## src/design/ssd_pkg.sv

```systemverilog
// Package: shared types, constants and lookup tables of the seven-segment driver.
`default_nettype none
package ssd_pkg;

  localparam int unsigned DIGITS_DEF     = 8;
  localparam int unsigned SLOT_TICKS_DEF = 255;

  localparam logic [7:0] SEG_MINUS = 8'h40;
  localparam logic [7:0] SEG_POINT = 8'h80;
  localparam logic [7:0] DELAY_RST = 8'd255;

  localparam logic OP_BYTE = 1'b0;
  localparam logic OP_TICK = 1'b1;

  // Screen contents and blanking delay, handed from parser to scanner.
  typedef struct packed {
    logic [7:0][7:0] seg;
    logic [7:0]      delay;
  } ssd_disp_t;

  // Candidate latched word for a scan tick.
  typedef struct packed {
    logic [15:0] word;
    logic        load;
  } ssd_drive_t;

  localparam logic [7:0] LEVEL_CURVE [128] = '{
    8'd0,   8'd1,   8'd1,   8'd1,   8'd1,   8'd1,   8'd2,   8'd2,   8'd2,   8'd2,
    8'd2,   8'd3,   8'd3,   8'd3,   8'd4,   8'd4,   8'd4,   8'd4,   8'd5,   8'd5,
    8'd6,   8'd6,   8'd6,   8'd7,   8'd7,   8'd8,   8'd8,   8'd8,   8'd9,   8'd10,
    8'd10,  8'd10,  8'd11,  8'd12,  8'd13,  8'd14,  8'd14,  8'd15,  8'd16,  8'd17,
    8'd18,  8'd20,  8'd21,  8'd22,  8'd24,  8'd26,  8'd27,  8'd28,  8'd30,  8'd31,
    8'd32,  8'd34,  8'd35,  8'd36,  8'd38,  8'd39,  8'd40,  8'd41,  8'd42,  8'd44,
    8'd45,  8'd46,  8'd48,  8'd49,  8'd50,  8'd52,  8'd54,  8'd56,  8'd58,  8'd59,
    8'd61,  8'd63,  8'd65,  8'd67,  8'd68,  8'd69,  8'd71,  8'd72,  8'd74,  8'd76,
    8'd78,  8'd80,  8'd82,  8'd85,  8'd88,  8'd90,  8'd92,  8'd95,  8'd98,  8'd100,
    8'd103, 8'd106, 8'd109, 8'd112, 8'd116, 8'd119, 8'd122, 8'd125, 8'd129, 8'd134,
    8'd138, 8'd142, 8'd147, 8'd151, 8'd153, 8'd156, 8'd160, 8'd163, 8'd165, 8'd170,
    8'd175, 8'd180, 8'd185, 8'd190, 8'd195, 8'd200, 8'd207, 8'd214, 8'd218, 8'd221,
    8'd225, 8'd228, 8'd232, 8'd234, 8'd241, 8'd248, 8'd254, 8'd255
  };

  function automatic logic [7:0] hex_glyph(input logic [3:0] nib);
    logic [7:0] g;
    unique case (nib)
      4'h0: g = 8'h3F;
      4'h1: g = 8'h06;
      4'h2: g = 8'h5B;
      4'h3: g = 8'h4F;
      4'h4: g = 8'h66;
      4'h5: g = 8'h6D;
      4'h6: g = 8'h7D;
      4'h7: g = 8'h07;
      4'h8: g = 8'h7F;
      4'h9: g = 8'h6F;
      4'hA: g = 8'h77;
      4'hB: g = 8'h7C;
      4'hC: g = 8'h39;
      4'hD: g = 8'h5E;
      4'hE: g = 8'h79;
      4'hF: g = 8'h71;
      default: g = 8'h00;
    endcase
    return g;
  endfunction

endpackage
`default_nettype wire

```

## src/design/ssd_if.sv

```systemverilog
// Interfaces: command/tick input channel and drive result channel.
`default_nettype none
interface ssd_in_if;
  logic       valid;
  logic       ready;
  logic       op;
  logic [7:0] rx_byte;

  modport source (output valid, output op, output rx_byte, input ready);
  modport sink   (input valid, input op, input rx_byte, output ready);
endinterface

interface ssd_out_if;
  logic        valid;
  logic        ready;
  logic [7:0]  echo_byte;
  logic        echo_valid;
  logic [15:0] drive_word;
  logic        drive_load;

  modport source (output valid, output echo_byte, output echo_valid,
                  output drive_word, output drive_load, input ready);
  modport sink   (input valid, input echo_byte, input echo_valid,
                  input drive_word, input drive_load, output ready);
endinterface
`default_nettype wire

```

## src/design/ssd_parse.sv

```systemverilog
// Command parser: modes, entry frame, screen contents and blanking delay.
`default_nettype none
module ssd_parse (
  input  wire logic              clk,
  input  wire logic              rst_n,
  input  wire logic              byte_en,
  input  wire logic [7:0]        rx_byte,
  output ssd_pkg::ssd_disp_t     disp
);
  import ssd_pkg::*;

  localparam logic [1:0] MODE_IDLE   = 2'd0;
  localparam logic [1:0] MODE_ASCII  = 2'd1;
  localparam logic [1:0] MODE_BINARY = 2'd2;
  localparam logic [1:0] MODE_LEVEL  = 2'd3;

  localparam logic [3:0] FRAME_LEN = 4'd8;

  logic [1:0]      mode_r, mode_nxt;
  logic [3:0]      idx_r, idx_nxt;
  logic [7:0][7:0] buf_r, buf_nxt;
  logic [7:0][7:0] shown_r, shown_nxt;
  logic [7:0]      delay_r, delay_nxt;
  logic [7:0]      up;
  logic            push;
  logic [7:0]      push_val;
  logic [3:0]      idx_prev;

  assign disp.seg   = shown_r;
  assign disp.delay = delay_r;

  always_comb begin
    up = (rx_byte >= 8'h61 && rx_byte <= 8'h7A) ? (rx_byte - 8'h20) : rx_byte;
  end

  assign idx_prev = idx_r - 4'd1;

  always_comb begin
    mode_nxt  = mode_r;
    idx_nxt   = idx_r;
    buf_nxt   = buf_r;
    shown_nxt = shown_r;
    delay_nxt = delay_r;
    push      = 1'b0;
    push_val  = 8'h00;
    if (byte_en) begin
      unique case (mode_r)
        MODE_IDLE: begin
          priority if (up == 8'h41) begin
            mode_nxt = MODE_ASCII;
            idx_nxt  = '0;
          end else if (up == 8'h42) begin
            mode_nxt = MODE_BINARY;
            idx_nxt  = '0;
          end else if (up == 8'h52) begin
            shown_nxt = '0;
          end else if (up == 8'h4C) begin
            mode_nxt = MODE_LEVEL;
          end else begin
            mode_nxt = MODE_IDLE;
          end
        end
        MODE_LEVEL: begin
          delay_nxt = LEVEL_CURVE[rx_byte[7:1]];
          mode_nxt  = MODE_IDLE;
        end
        MODE_ASCII: begin
          priority if (up >= 8'h30 && up <= 8'h39) begin
            push     = 1'b1;
            push_val = hex_glyph(up[3:0]);
          end else if (up >= 8'h41 && up <= 8'h46) begin
            push     = 1'b1;
            push_val = hex_glyph(up[3:0] + 4'd9);
          end else if (up == 8'h2D) begin
            push     = 1'b1;
            push_val = SEG_MINUS;
          end else if (up == 8'h2E) begin
            // Decimal point lands on the previous symbol, never advances.
            if (idx_r != 4'd0 && idx_r <= FRAME_LEN) begin
              buf_nxt[idx_prev[2:0]] = buf_r[idx_prev[2:0]] | SEG_POINT;
            end
          end else begin
            push     = 1'b1;
            push_val = 8'h00;
          end
        end
        MODE_BINARY: begin
          push     = 1'b1;
          push_val = rx_byte;
        end
        default: begin
          mode_nxt = MODE_IDLE;
        end
      endcase

      if (push) begin
        if (idx_r < FRAME_LEN) begin
          buf_nxt[idx_r[2:0]] = push_val;
          idx_nxt             = idx_r + 4'd1;
        end
        if (idx_nxt >= FRAME_LEN) begin
          shown_nxt = buf_nxt;
          mode_nxt  = MODE_IDLE;
        end
      end
    end
  end

  always_ff @(posedge clk) begin
    if (!rst_n) begin
      mode_r  <= MODE_IDLE;
      idx_r   <= '0;
      shown_r <= '0;
      delay_r <= DELAY_RST;
    end else begin
      mode_r  <= mode_nxt;
      idx_r   <= idx_nxt;
      shown_r <= shown_nxt;
      delay_r <= delay_nxt;
    end
  end

  // Entry frame holds no reset value; entries are written before use.
  always_ff @(posedge clk) begin
    buf_r <= buf_nxt;
  end

endmodule
`default_nettype wire

```

## src/design/ssd_scan.sv

```systemverilog
// Multiplex scanner: digit and tick counters, blanking, latched drive word.
`default_nettype none
module ssd_scan #(
  parameter int unsigned DIGITS     = ssd_pkg::DIGITS_DEF,
  parameter int unsigned SLOT_TICKS = ssd_pkg::SLOT_TICKS_DEF
) (
  input  wire logic               clk,
  input  wire logic               rst_n,
  input  wire logic               tick_en,
  input  wire ssd_pkg::ssd_disp_t disp,
  output logic [15:0]             cur_word,
  output ssd_pkg::ssd_drive_t     drive
);
  import ssd_pkg::*;

  logic [2:0]  digit_r, digit_nxt;
  logic [7:0]  count_r, count_nxt;
  logic [15:0] word_r, word_nxt;
  logic [7:0]  seg;
  logic [7:0]  sel;
  logic [8:0]  count_inc;
  logic [3:0]  digit_inc;

  assign seg       = disp.seg[digit_r];
  assign sel       = 8'd1 << digit_r;
  assign count_inc = {1'b0, count_r} + 9'd1;
  assign digit_inc = {1'b0, digit_r} + 4'd1;
  assign cur_word  = word_r;

  always_comb begin
    drive.word = word_r;
    drive.load = 1'b0;
    if (count_r == 8'd0) begin
      drive.word = (seg == 8'h00) ? 16'h0000 : {sel, seg};
      drive.load = 1'b1;
    end
    if (count_r == disp.delay) begin
      drive.word = 16'h0000;
      drive.load = 1'b1;
    end
  end

  always_comb begin
    word_nxt  = word_r;
    count_nxt = count_r;
    digit_nxt = digit_r;
    if (tick_en) begin
      word_nxt = drive.word;
      if (count_inc >= 9'(SLOT_TICKS)) begin
        count_nxt = '0;
        digit_nxt = (digit_inc >= 4'(DIGITS)) ? 3'd0 : digit_inc[2:0];
      end else begin
        count_nxt = count_inc[7:0];
      end
    end
  end

  always_ff @(posedge clk) begin
    if (!rst_n) begin
      digit_r <= '0;
      count_r <= '0;
      word_r  <= '0;
    end else begin
      digit_r <= digit_nxt;
      count_r <= count_nxt;
      word_r  <= word_nxt;
    end
  end

endmodule
`default_nettype wire

```

## src/design/seven_segment_command_mux_driver_top.sv

```systemverilog
// Top level of the seven-segment command mux driver: pipeline and channel glue.
//
//  channel  | dir | handshake           | payload
//  ---------+-----+---------------------+---------------------------------------------
//  in_ch    | in  | valid / ready       | op, rx_byte
//  out_ch   | out | valid / ready       | echo_byte, echo_valid, drive_word, drive_load
//
//  One transaction in, one out; a new one is taken every cycle unless out_ch stalls.
//  A transaction passes the input register, then the result register.
//  Parser and scanner state advance as a transaction moves into the result register.
//  Reset (rst_n low, synchronous) empties both stages and restores the screen state.
//  A stall on out_ch holds the result; in_ch keeps taking until the input stage fills.
`default_nettype none
module seven_segment_command_mux_driver_top #(
  parameter int unsigned DIGITS     = ssd_pkg::DIGITS_DEF,
  parameter int unsigned SLOT_TICKS = ssd_pkg::SLOT_TICKS_DEF
) (
  input wire logic clk,
  input wire logic rst_n,
  ssd_in_if.sink   in_ch,
  ssd_out_if.source out_ch
);
  import ssd_pkg::*;

  // Input stage.
  logic       s1_valid_r, s1_valid_nxt;
  logic       s1_op_r;
  logic [7:0] s1_byte_r;

  // Result stage.
  logic        out_valid_r, out_valid_nxt;
  logic [7:0]  echo_byte_r;
  logic        echo_valid_r;
  logic [15:0] drive_word_r;
  logic        drive_load_r;

  logic        out_free;
  logic        advance;
  logic        in_take;
  logic        byte_en;
  logic        tick_en;

  ssd_disp_t   disp;
  ssd_drive_t  drive;
  logic [15:0] cur_word;

  // The result register frees when empty or when its transaction is taken.
  assign out_free = !out_valid_r || out_ch.ready;
  // Move the input stage forward whenever the result register can take it.
  assign advance  = s1_valid_r && out_free;
  // Take a new transaction when the input stage is empty or draining now.
  assign in_ch.ready = !s1_valid_r || out_free;
  assign in_take     = in_ch.valid && in_ch.ready;

  assign byte_en = advance && (s1_op_r == OP_BYTE);
  assign tick_en = advance && (s1_op_r == OP_TICK);

  ssd_parse u_parse (
    .clk     (clk),
    .rst_n   (rst_n),
    .byte_en (byte_en),
    .rx_byte (s1_byte_r),
    .disp    (disp)
  );

  ssd_scan #(
    .DIGITS     (DIGITS),
    .SLOT_TICKS (SLOT_TICKS)
  ) u_scan (
    .clk      (clk),
    .rst_n    (rst_n),
    .tick_en  (tick_en),
    .disp     (disp),
    .cur_word (cur_word),
    .drive    (drive)
  );

  always_comb begin
    s1_valid_nxt = s1_valid_r;
    if (in_take) begin
      s1_valid_nxt = 1'b1;
    end else if (advance) begin
      s1_valid_nxt = 1'b0;
    end
  end

  always_comb begin
    out_valid_nxt = out_valid_r;
    if (advance) begin
      out_valid_nxt = 1'b1;
    end else if (out_ch.ready) begin
      out_valid_nxt = 1'b0;
    end
  end

  always_ff @(posedge clk) begin
    if (!rst_n) begin
      s1_valid_r  <= 1'b0;
      out_valid_r <= 1'b0;
    end else begin
      s1_valid_r  <= s1_valid_nxt;
      out_valid_r <= out_valid_nxt;
    end
  end

  // Payload registers: load on acceptance, hold otherwise.
  always_ff @(posedge clk) begin
    if (in_take) begin
      s1_op_r   <= in_ch.op;
      s1_byte_r <= in_ch.rx_byte;
    end
    if (advance) begin
      if (s1_op_r == OP_BYTE) begin
        // Echo the byte; the latched word is left as it stands.
        echo_byte_r  <= s1_byte_r;
        echo_valid_r <= 1'b1;
        drive_word_r <= cur_word;
        drive_load_r <= 1'b0;
      end else begin
        // Scan tick: report the word after this tick and whether it reloaded.
        echo_byte_r  <= 8'h00;
        echo_valid_r <= 1'b0;
        drive_word_r <= drive.word;
        drive_load_r <= drive.load;
      end
    end
  end

  assign out_ch.valid      = out_valid_r;
  assign out_ch.echo_byte  = echo_byte_r;
  assign out_ch.echo_valid = echo_valid_r;
  assign out_ch.drive_word = drive_word_r;
  assign out_ch.drive_load = drive_load_r;

endmodule
`default_nettype wire

```

## src/flat_wrapper.sv

```systemverilog
// flat-port wrapper written by rule: the top's interface ports become plain ports
module seven_segment_command_mux_driver_top_flat import ssd_pkg::*;
#(
  parameter int unsigned DIGITS     = ssd_pkg::DIGITS_DEF,
  parameter int unsigned SLOT_TICKS = ssd_pkg::SLOT_TICKS_DEF
)
  (clk, rst_n, in_ch_valid, in_ch_op, in_ch_rx_byte, in_ch_ready, out_ch_valid, out_ch_echo_byte, out_ch_echo_valid, out_ch_drive_word, out_ch_drive_load, out_ch_ready);
  ssd_in_if in_ch_i ();
  ssd_out_if out_ch_i ();
  input wire logic clk;
  input wire logic rst_n;
  input wire logic [$bits(in_ch_i.valid)-1:0] in_ch_valid;
  input wire logic [$bits(in_ch_i.op)-1:0] in_ch_op;
  input wire logic [$bits(in_ch_i.rx_byte)-1:0] in_ch_rx_byte;
  output wire logic [$bits(in_ch_i.ready)-1:0] in_ch_ready;
  output wire logic [$bits(out_ch_i.valid)-1:0] out_ch_valid;
  output wire logic [$bits(out_ch_i.echo_byte)-1:0] out_ch_echo_byte;
  output wire logic [$bits(out_ch_i.echo_valid)-1:0] out_ch_echo_valid;
  output wire logic [$bits(out_ch_i.drive_word)-1:0] out_ch_drive_word;
  output wire logic [$bits(out_ch_i.drive_load)-1:0] out_ch_drive_load;
  input wire logic [$bits(out_ch_i.ready)-1:0] out_ch_ready;
  assign in_ch_i.valid = in_ch_valid;
  assign in_ch_i.op = in_ch_op;
  assign in_ch_i.rx_byte = in_ch_rx_byte;
  assign in_ch_ready = in_ch_i.ready;
  assign out_ch_valid = out_ch_i.valid;
  assign out_ch_echo_byte = out_ch_i.echo_byte;
  assign out_ch_echo_valid = out_ch_i.echo_valid;
  assign out_ch_drive_word = out_ch_i.drive_word;
  assign out_ch_drive_load = out_ch_i.drive_load;
  assign out_ch_i.ready = out_ch_ready;
  seven_segment_command_mux_driver_top #(.DIGITS(DIGITS), .SLOT_TICKS(SLOT_TICKS)) u_core (.clk(clk), .rst_n(rst_n), .in_ch(in_ch_i), .out_ch(out_ch_i));
endmodule
```

## config.mk

```make
export PLATFORM = sky130hd
export DESIGN_NAME = seven_segment_command_mux_driver_top_flat
export DESIGN_NICKNAME = d
export VERILOG_FILES = /design/src/design/ssd_pkg.sv /design/src/design/ssd_if.sv /design/src/design/ssd_parse.sv /design/src/design/ssd_scan.sv /design/src/design/seven_segment_command_mux_driver_top.sv /design/src/flat_wrapper.sv
export SDC_FILE = /design/constraint.sdc
export NUM_CORES = 1
export LEC_CHECK = 0
export BUFFER_PORTS_ARGS = -buffer_cell sky130_fd_sc_hd__buf_2
export CORE_MARGIN = 4
export CORE_UTILIZATION = 60
export CTS_CLUSTER_DIAMETER = 150
export CTS_CLUSTER_SIZE = 40
export DETAILED_ROUTE_END_ITERATION = 8
export HOLD_SLACK_MARGIN = 0.06
export PLACE_DENSITY = 0.79
export SLEW_MARGIN = 20
export SYNTH_ARGS = -nofsm -noshare
export SYNTH_HDL_FRONTEND = slang
export SYNTH_SLANG_ARGS = --single-unit
```

## constraint.sdc

```tcl
create_clock -name clk -period 16.65 [get_ports clk]
set_clock_uncertainty 0.1 [all_clocks]
set_input_delay 3.33 -clock clk [delete_from_list [all_inputs] [get_ports clk]]
set_output_delay 3.33 -clock clk [all_outputs]
set_load 0.05 [all_outputs]
```

==> results.sh, run 1 <==
export IMPL_fin_area_um2=11740
export IMPL_antenna_found_initial=0
export IMPL_crit_arrival_ps=3940
export IMPL_hold_class="flip-flop to flip-flop"
export IMPL_numCtsBuffers=9
export IMPL_design_core_area_um2=18150
export IMPL_viasPerCell=6.351
export IMPL_placed_area_um2=11470
export IMPL_period_share=0.4423
export IMPL_drv_slew=0
export IMPL_synthAdderAreaFrac=0.04358
export IMPL_end_kind="primary output"
export IMPL_grt_max_degree=74
export IMPL_top_layer="met4"
export IMPL_fin_nets=1233
export IMPL_yosysSeqAreaShare=0.4568
export IMPL_synthMuxAreaShare=0.05688
export IMPL_worstMarginPinSlew_ps=1010
export IMPL_synthToLayoutAreaGrowth_pct=4.805
export IMPL_row_count=49
export IMPL_finalSetupViolCount=0
export IMPL_synth_main_ff_cell="dfxtp_1"
export IMPL_met2_length_mm=12.42
export IMPL_grt_pass1_wl_mm=43.45
export IMPL_grt_overflow=0
export IMPL_syn_inst=1193
export IMPL_dp_hpwl_mm=17.73
export IMPL_place_gp_congestion=0.8869
export IMPL_cts_resized=0
export IMPL_grt_pass1_vias=8311
export IMPL_p_sw_mw=0.2228
export IMPL_p_int_mw=0.6640
export IMPL_synth_top_family_by_area="compound AO/OA/AOI/OAI gates"
export IMPL_relSlewSlack=0.3267
export IMPL_syn_area_um2=11200
export IMPL_p_seq_frac=0.609
export IMPL_synth_cell_types=77
export IMPL_synth_nets=1245
export IMPL_period_needed_ps=7365
export IMPL_clk_pin_slew_ps=140
export IMPL_synth_compound_area_frac=0.1949
export IMPL_wl_met1_mm=11.88
export IMPL_clock_sinks=206
export IMPL_synthArstFlopShare=0
export IMPL_ys_warn_count=0
export IMPL_ys_seq_elements=206
export IMPL_vias=8967
export IMPL_power_per_cell_area_nw_per_um2=75.57
export IMPL_crit_required_ps=13220
export IMPL_wl_per_cell_um=18.63
export IMPL_dieArea_um2=20910
export IMPL_yosys_area_share_simple=0.1907
export IMPL_drt_initial_drc_count=871
export IMPL_wl_met3_mm=1.717
export IMPL_die_h_um=144.6
export IMPL_cts_setup_buffers=0
export IMPL_max_freq_ghz=0.1358
export IMPL_cts_buffer_depth=3
export IMPL_start_util=0.6170
export IMPL_dr_pass1_iters=5
export IMPL_synth_edf_count=99
export IMPL_drive_gt1_frac=0.09637
export IMPL_multi_input_area_um2=5618
export IMPL_p_total_mw=0.8868
export IMPL_drv_cap=0
export IMPL_io_pins=41
export IMPL_yosys_top_cells_count="nand2_1, nor2_1, dfxtp_1"
export IMPL_synthTopCellsByArea="edfxtp_1, dfxtp_1, nand2_1"
export IMPL_synthXorXnorAreaFrac=0.01564
export IMPL_yosysMostFrequentCell="nand2_1"
export IMPL_reg2reg_from="u_core.s1_byte_r[2]"
export IMPL_swShare=0.2513
export IMPL_min_from="u_core.u_parse.buf_r[44]"
export IMPL_leakage_nw=4.292
export IMPL_combPwrFrac=0.096
export IMPL_drc_errors=0
export IMPL_cts_tree="done"
export IMPL_critPathLaunchType="input port"
export IMPL_cts_max_level=1
export IMPL_ff_latch_area_um2=5116
export IMPL_n_fill_cell=1478
export IMPL_rsz0062_at_grt="no"
export IMPL_io_buffers=40
export IMPL_status="completed"
export IMPL_path_max_fanout=4
export IMPL_hold_buffers=0
export IMPL_timing_critical_path_from="out_ch_ready"
export IMPL_avgSynthCellArea_um2=9.386
export IMPL_die_width_um=144.6
export IMPL_vdd_ir_drop_max_mv=0.06720
export IMPL_yosys_area_top_type_share=0.2655
export IMPL_crit_type="input port to primary output"
export IMPL_grt_usage=0.2535
export IMPL_clkPwrFrac=0.296
export IMPL_wl_mm=26.30
export IMPL_clk_insertion_delay_late_ps=490
export IMPL_finalHoldViolations=0
export IMPL_synth_area_leader_cell="edfxtp_1"
export IMPL_finalSetupTns_ps=0
export IMPL_n_antenna_cell=0
export IMPL_antenna_left=0
export IMPL_cts_root_buf="clkbuf_16"
power by group through the flow:
stage	Clock [mW]	Combinational (mW)	Sequential (mW)
3_5_place_dp	0	0.0832	0.551
4_1_cts	0.265	0.0835	0.540
5_1_grt	0.281	0.0929	0.541
3_3_place_gp	0	0.0820	0.551
6_report	0.262	0.0847	0.540
2_1_floorplan	0	0.0551	0.561
flip-flops by register name, summed over array words and instances, names as in the netlist:
signal                    count
u_core.u_parse.disp          64
u_core.out_ch.echo_valid      1
u_core.out_ch.drive_load      1
u_core.u_parse.mode_r         2
u_core.s1_valid_r             1
u_core.u_scan.count_r         8
u_core.out_ch.drive_word     16
u_core.s1_op_r                1
u_core.u_scan.cur_word       16
u_core.u_parse.delay_r        8
u_core.out_ch.echo_byte       8
u_core.s1_byte_r              8
u_core.u_scan.digit_r         3
u_core.out_ch.valid           1
u_core.u_parse.idx_r          4
u_core.u_parse.buf_r         64
worst max-delay path, stage by stage:
cell	delay (ps)
buf_2	90
nor2b_1	200
nand2_1	90
buf_2	220
area by class of cell:
class | count | area share
Multi-Input combinational cell | 876 | 0.4787
Sequential cell | 206 | 0.4360
Timing Repair Buffer | 58 | 0.02857
Tap cell | 229 | 0.02442
Clock buffer | 12 | 0.02015
Inverter | 30 | 0.009596
Clock inverter | 1 | 0.002559
through the flow:
| step | setup slack (ps) | utilization | hold WS, ps | cells |
|---|---|---|---|---|
| 3_5_place_dp | 9284 | 0.6319 | 342.7 | 1399 |
| 2_1_floorplan | 8975 | - | 327.1 | 1193 |
| 3_3_place_gp | 9299 | 0.6315 | 339.9 | 1398 |
| 6_report | 9285 | 0.6466 | 372.0 | 1412 |
| 4_1_cts | 9285 | 0.6466 | 373.8 | 1412 |
| 5_1_grt | 9218 | 0.6466 | 381.8 | 1412 |
routing by layer:
metal / up-vias / global-route usage
met3: 25 / 0.03009
met2: 308 / 0.4238
li1: 4324 / -
met4: 0 / 0.03682
met5: - / 0
met1: 4310 / 0.3656
cell usage in the layout (no fill, tap or decap), types with 5 or more instances in the layout:
cell type  netlist  final
o311ai_0         5      5
ha_1            39     39
nor4_1          15     15
a311oi_1         5      5
a221oi_1         5      5
edfxtp_1        99     99
a21oi_1         47     47
dfxtp_1        107    106
a221o_1          6      6
o2bb2ai_1       47     47
o211ai_1         8      8
and3_1          16     16
mux4_2          18     18
a22oi_1          5      5
nand2_1        174    174
nor2b_1         12     12
nor2_1         116    116
xor2_1          10     10
a21boi_0         8      8
and2_1          18     18
xnor2_1         10     10
nor3_1          39     39
o21a_1           9      9
buf_4            5     18
clkbuf_16        0      9
mux2_2           9      9
inv_1           28     27
a211oi_1        15     15
buf_2           11     40
nand3b_1         5      5
a22o_1           8      8
a31oi_1          5      5
nand2b_1        15     15
mux2i_1         13     13
o21ai_0         99     99
o31ai_1         10     10
nand3_1         25     25
cells by family after synthesis:
family,count (synthesis)
AO/OA/AOI/OAI,316
XOR/XNOR,20
adder cells (fa/ha/maj),39
buffers and inverters,111
flip-flops,206
multiplexers,40
AND/OR/NAND/NOR,461
worst paths after layout:
| kind | to | slack [ps] | cells past startpoint |
|---|---|---|---|
| setup / recovery | in_ch_ready | 9280 | 4 |
| hold / removal | u_core.u_parse.disp[52] | 370 | 2 |
| setup reg to reg | u_core.u_parse.disp[64] | 11380 | 11 |
| hold reg to reg | u_core.u_parse.disp[52] | 370 | 2 |
Power figures use the tool's default switching activity.
==> run 2, diff against run 1 <==
==> constraint.sdc (replaced) <==
create_clock -name clk -period 7.3 [get_ports clk]
set_clock_uncertainty 0.1 [all_clocks]
set_input_delay 1.46 -clock clk [delete_from_list [all_inputs] [get_ports clk]]
set_output_delay 1.46 -clock clk [all_outputs]
set_load 0.05 [all_outputs]
==> run 2 against run 1 <==
Effect of this change: combinational power is 130% higher; sequential share of layout area hardly changed; clock power is 130% higher; via count hardly changed; cell area hardly changed; critical endpoint is now u_core.u_parse.buf_r[56]; largest cell class unchanged.
==> results.sh, run 2 (same netlist as run 1, synthesis figures left out) <==
export IMPL_layout_commonest_cell="nand2_1"
export IMPL_io_pins=41
export IMPL_instances_no_fill=1413
export IMPL_cts_max_level=1
export IMPL_antenna_left=0
export IMPL_cts_buffer_depth=3
export IMPL_end_kind="flip-flop"
export IMPL_n_antenna_cell=0
export IMPL_vdd_ir_drop_max_mv=0.1894
export IMPL_drt_initial_drc_count=1031
export IMPL_viasPerCell=6.347
export IMPL_drv_slew=0
export IMPL_place_inst=1399
export IMPL_start_util=0.6170
export IMPL_n_fill_cell=1456
export IMPL_period_needed_ps=4939
export IMPL_drv_cap=0
export IMPL_numCtsBuffers=9
export IMPL_rrSetupSlack_ps=2360
export IMPL_critPathLaunchType="flip-flop"
export IMPL_crit_type="flip-flop to flip-flop"
export IMPL_max_freq_ghz=0.2025
export IMPL_grt_overflow=0
export IMPL_die_h_um=144.6
export IMPL_finalHoldViolations=0
export IMPL_period_share=0.6766
export IMPL_status="completed"
export IMPL_clk_insertion_delay_late_ps=480
export IMPL_relSlewSlack=0.2607
export IMPL_power_per_cell_area_nw_per_um2=172.6
export IMPL_dr_pass1_iters=5
export IMPL_finalSetupTns_ps=0
export IMPL_grt_pass1_vias=8074
export IMPL_grt_pass1_wl_mm=42.95
export IMPL_path_max_fanout=24
export IMPL_antenna_found_initial=0
export IMPL_finalSetupViolCount=0
export IMPL_wl_per_cell_um=18.80
export IMPL_worstMarginPinSlew_ps=1109
export IMPL_final_cell_mix="nand2_1, nor2_1, dfxtp_1, o21ai_0, edfxtp_1"
export IMPL_crit_arrival_ps=5100
export IMPL_post_route_util=0.6470
export IMPL_place_gp_congestion=0.9227
export IMPL_cts_setup_buffers=0
export IMPL_synthToLayoutAreaGrowth_pct=4.861
export IMPL_design_core_area_um2=18150
export IMPL_dieArea_um2=20910
export IMPL_vias=8968
export IMPL_cts_tree="done"
export IMPL_drive_gt1_frac=0.09628
export IMPL_die_width_um=144.6
export IMPL_wl_mm=26.56
export IMPL_clock_sinks=206
export IMPL_cts_root_buf="clkbuf_16"
export IMPL_clk_pin_slew_ps=140
export IMPL_fin_nets=1234
export IMPL_row_count=49
export IMPL_rsz0062_at_grt="no"
export IMPL_hold_class="flip-flop to flip-flop"
export IMPL_hold_buffers=0
export IMPL_dp_hpwl_mm=18.12
export IMPL_cts_resized=0
export IMPL_io_buffers=40
export IMPL_leakage_nw=4.297
export IMPL_grt_max_degree=53
export IMPL_grt_usage=0.2529
export IMPL_drc_errors=0
export IMPL_crit_required_ps=7460
==> run 2: area by class of cell <==
type | count | area (µm²) | share of cell area
multi-input cells | 876 | 5618 | 0.4785
flip-flops and latches | 206 | 5115 | 0.4356
repair buffers | 59 | 342.8 | 0.02920
well taps | 229 | 286.5 | 0.02440
clock buffers | 12 | 236.5 | 0.02014
inverters | 30 | 112.6 | 0.009591
clock inverters | 1 | 30.03 | 0.002558
==> run 2: worst max-delay path: stages (launching register included) <==
cell,delay [ps]
edfxtp_1,840
clkinv_1,690
ha_1,490
a21oi_1,220
nor3_1,100
nor4b_2,400
nor4_1,120
a21oi_1,790
nand2_1,580
mux2_2,420
==> run 2: final timing paths <==
| path | start | to | cells after the start |
|---|---|---|---|
| max | u_core.s1_byte_r[2] | u_core.u_parse.buf_r[56] | 9 |
| min | u_core.u_parse.disp[32] | u_core.u_parse.disp[32] | 1 |
| max reg2reg | u_core.s1_byte_r[2] | u_core.u_parse.buf_r[56] | 9 |
| min reg2reg | u_core.u_parse.disp[32] | u_core.u_parse.disp[32] | 1 |
==> run 2: per-stage QoR <==
step	setup slack, ps	hold slack, ps	total power, mW	area [µm²]
finish	2361	376.7	2.026	11740
global route	2003	384.7	2.091	11740
CTS	2478	374.1	2.032	11730
detailed placement	2414	341.5	1.447	11470
global placement	2593	338.6	1.445	11470
floorplan	1495	327.1	1.405	11200
==> run 2: layer usage <==
layer  track usage  wire length (µm)
met4       0.04958               474
met5             0                 0
met1        0.3884             12090
met2        0.3799             11800
met3       0.04299              2195
==> run 2: power breakdown <==
part / total (mW) / switching, mW / internal [mW]
Clock: 0.602 / 0.363 / 0.239
Combinational: 0.193 / 0.137 / 0.0556
Sequential: 1.23 / 0.0116 / 1.22
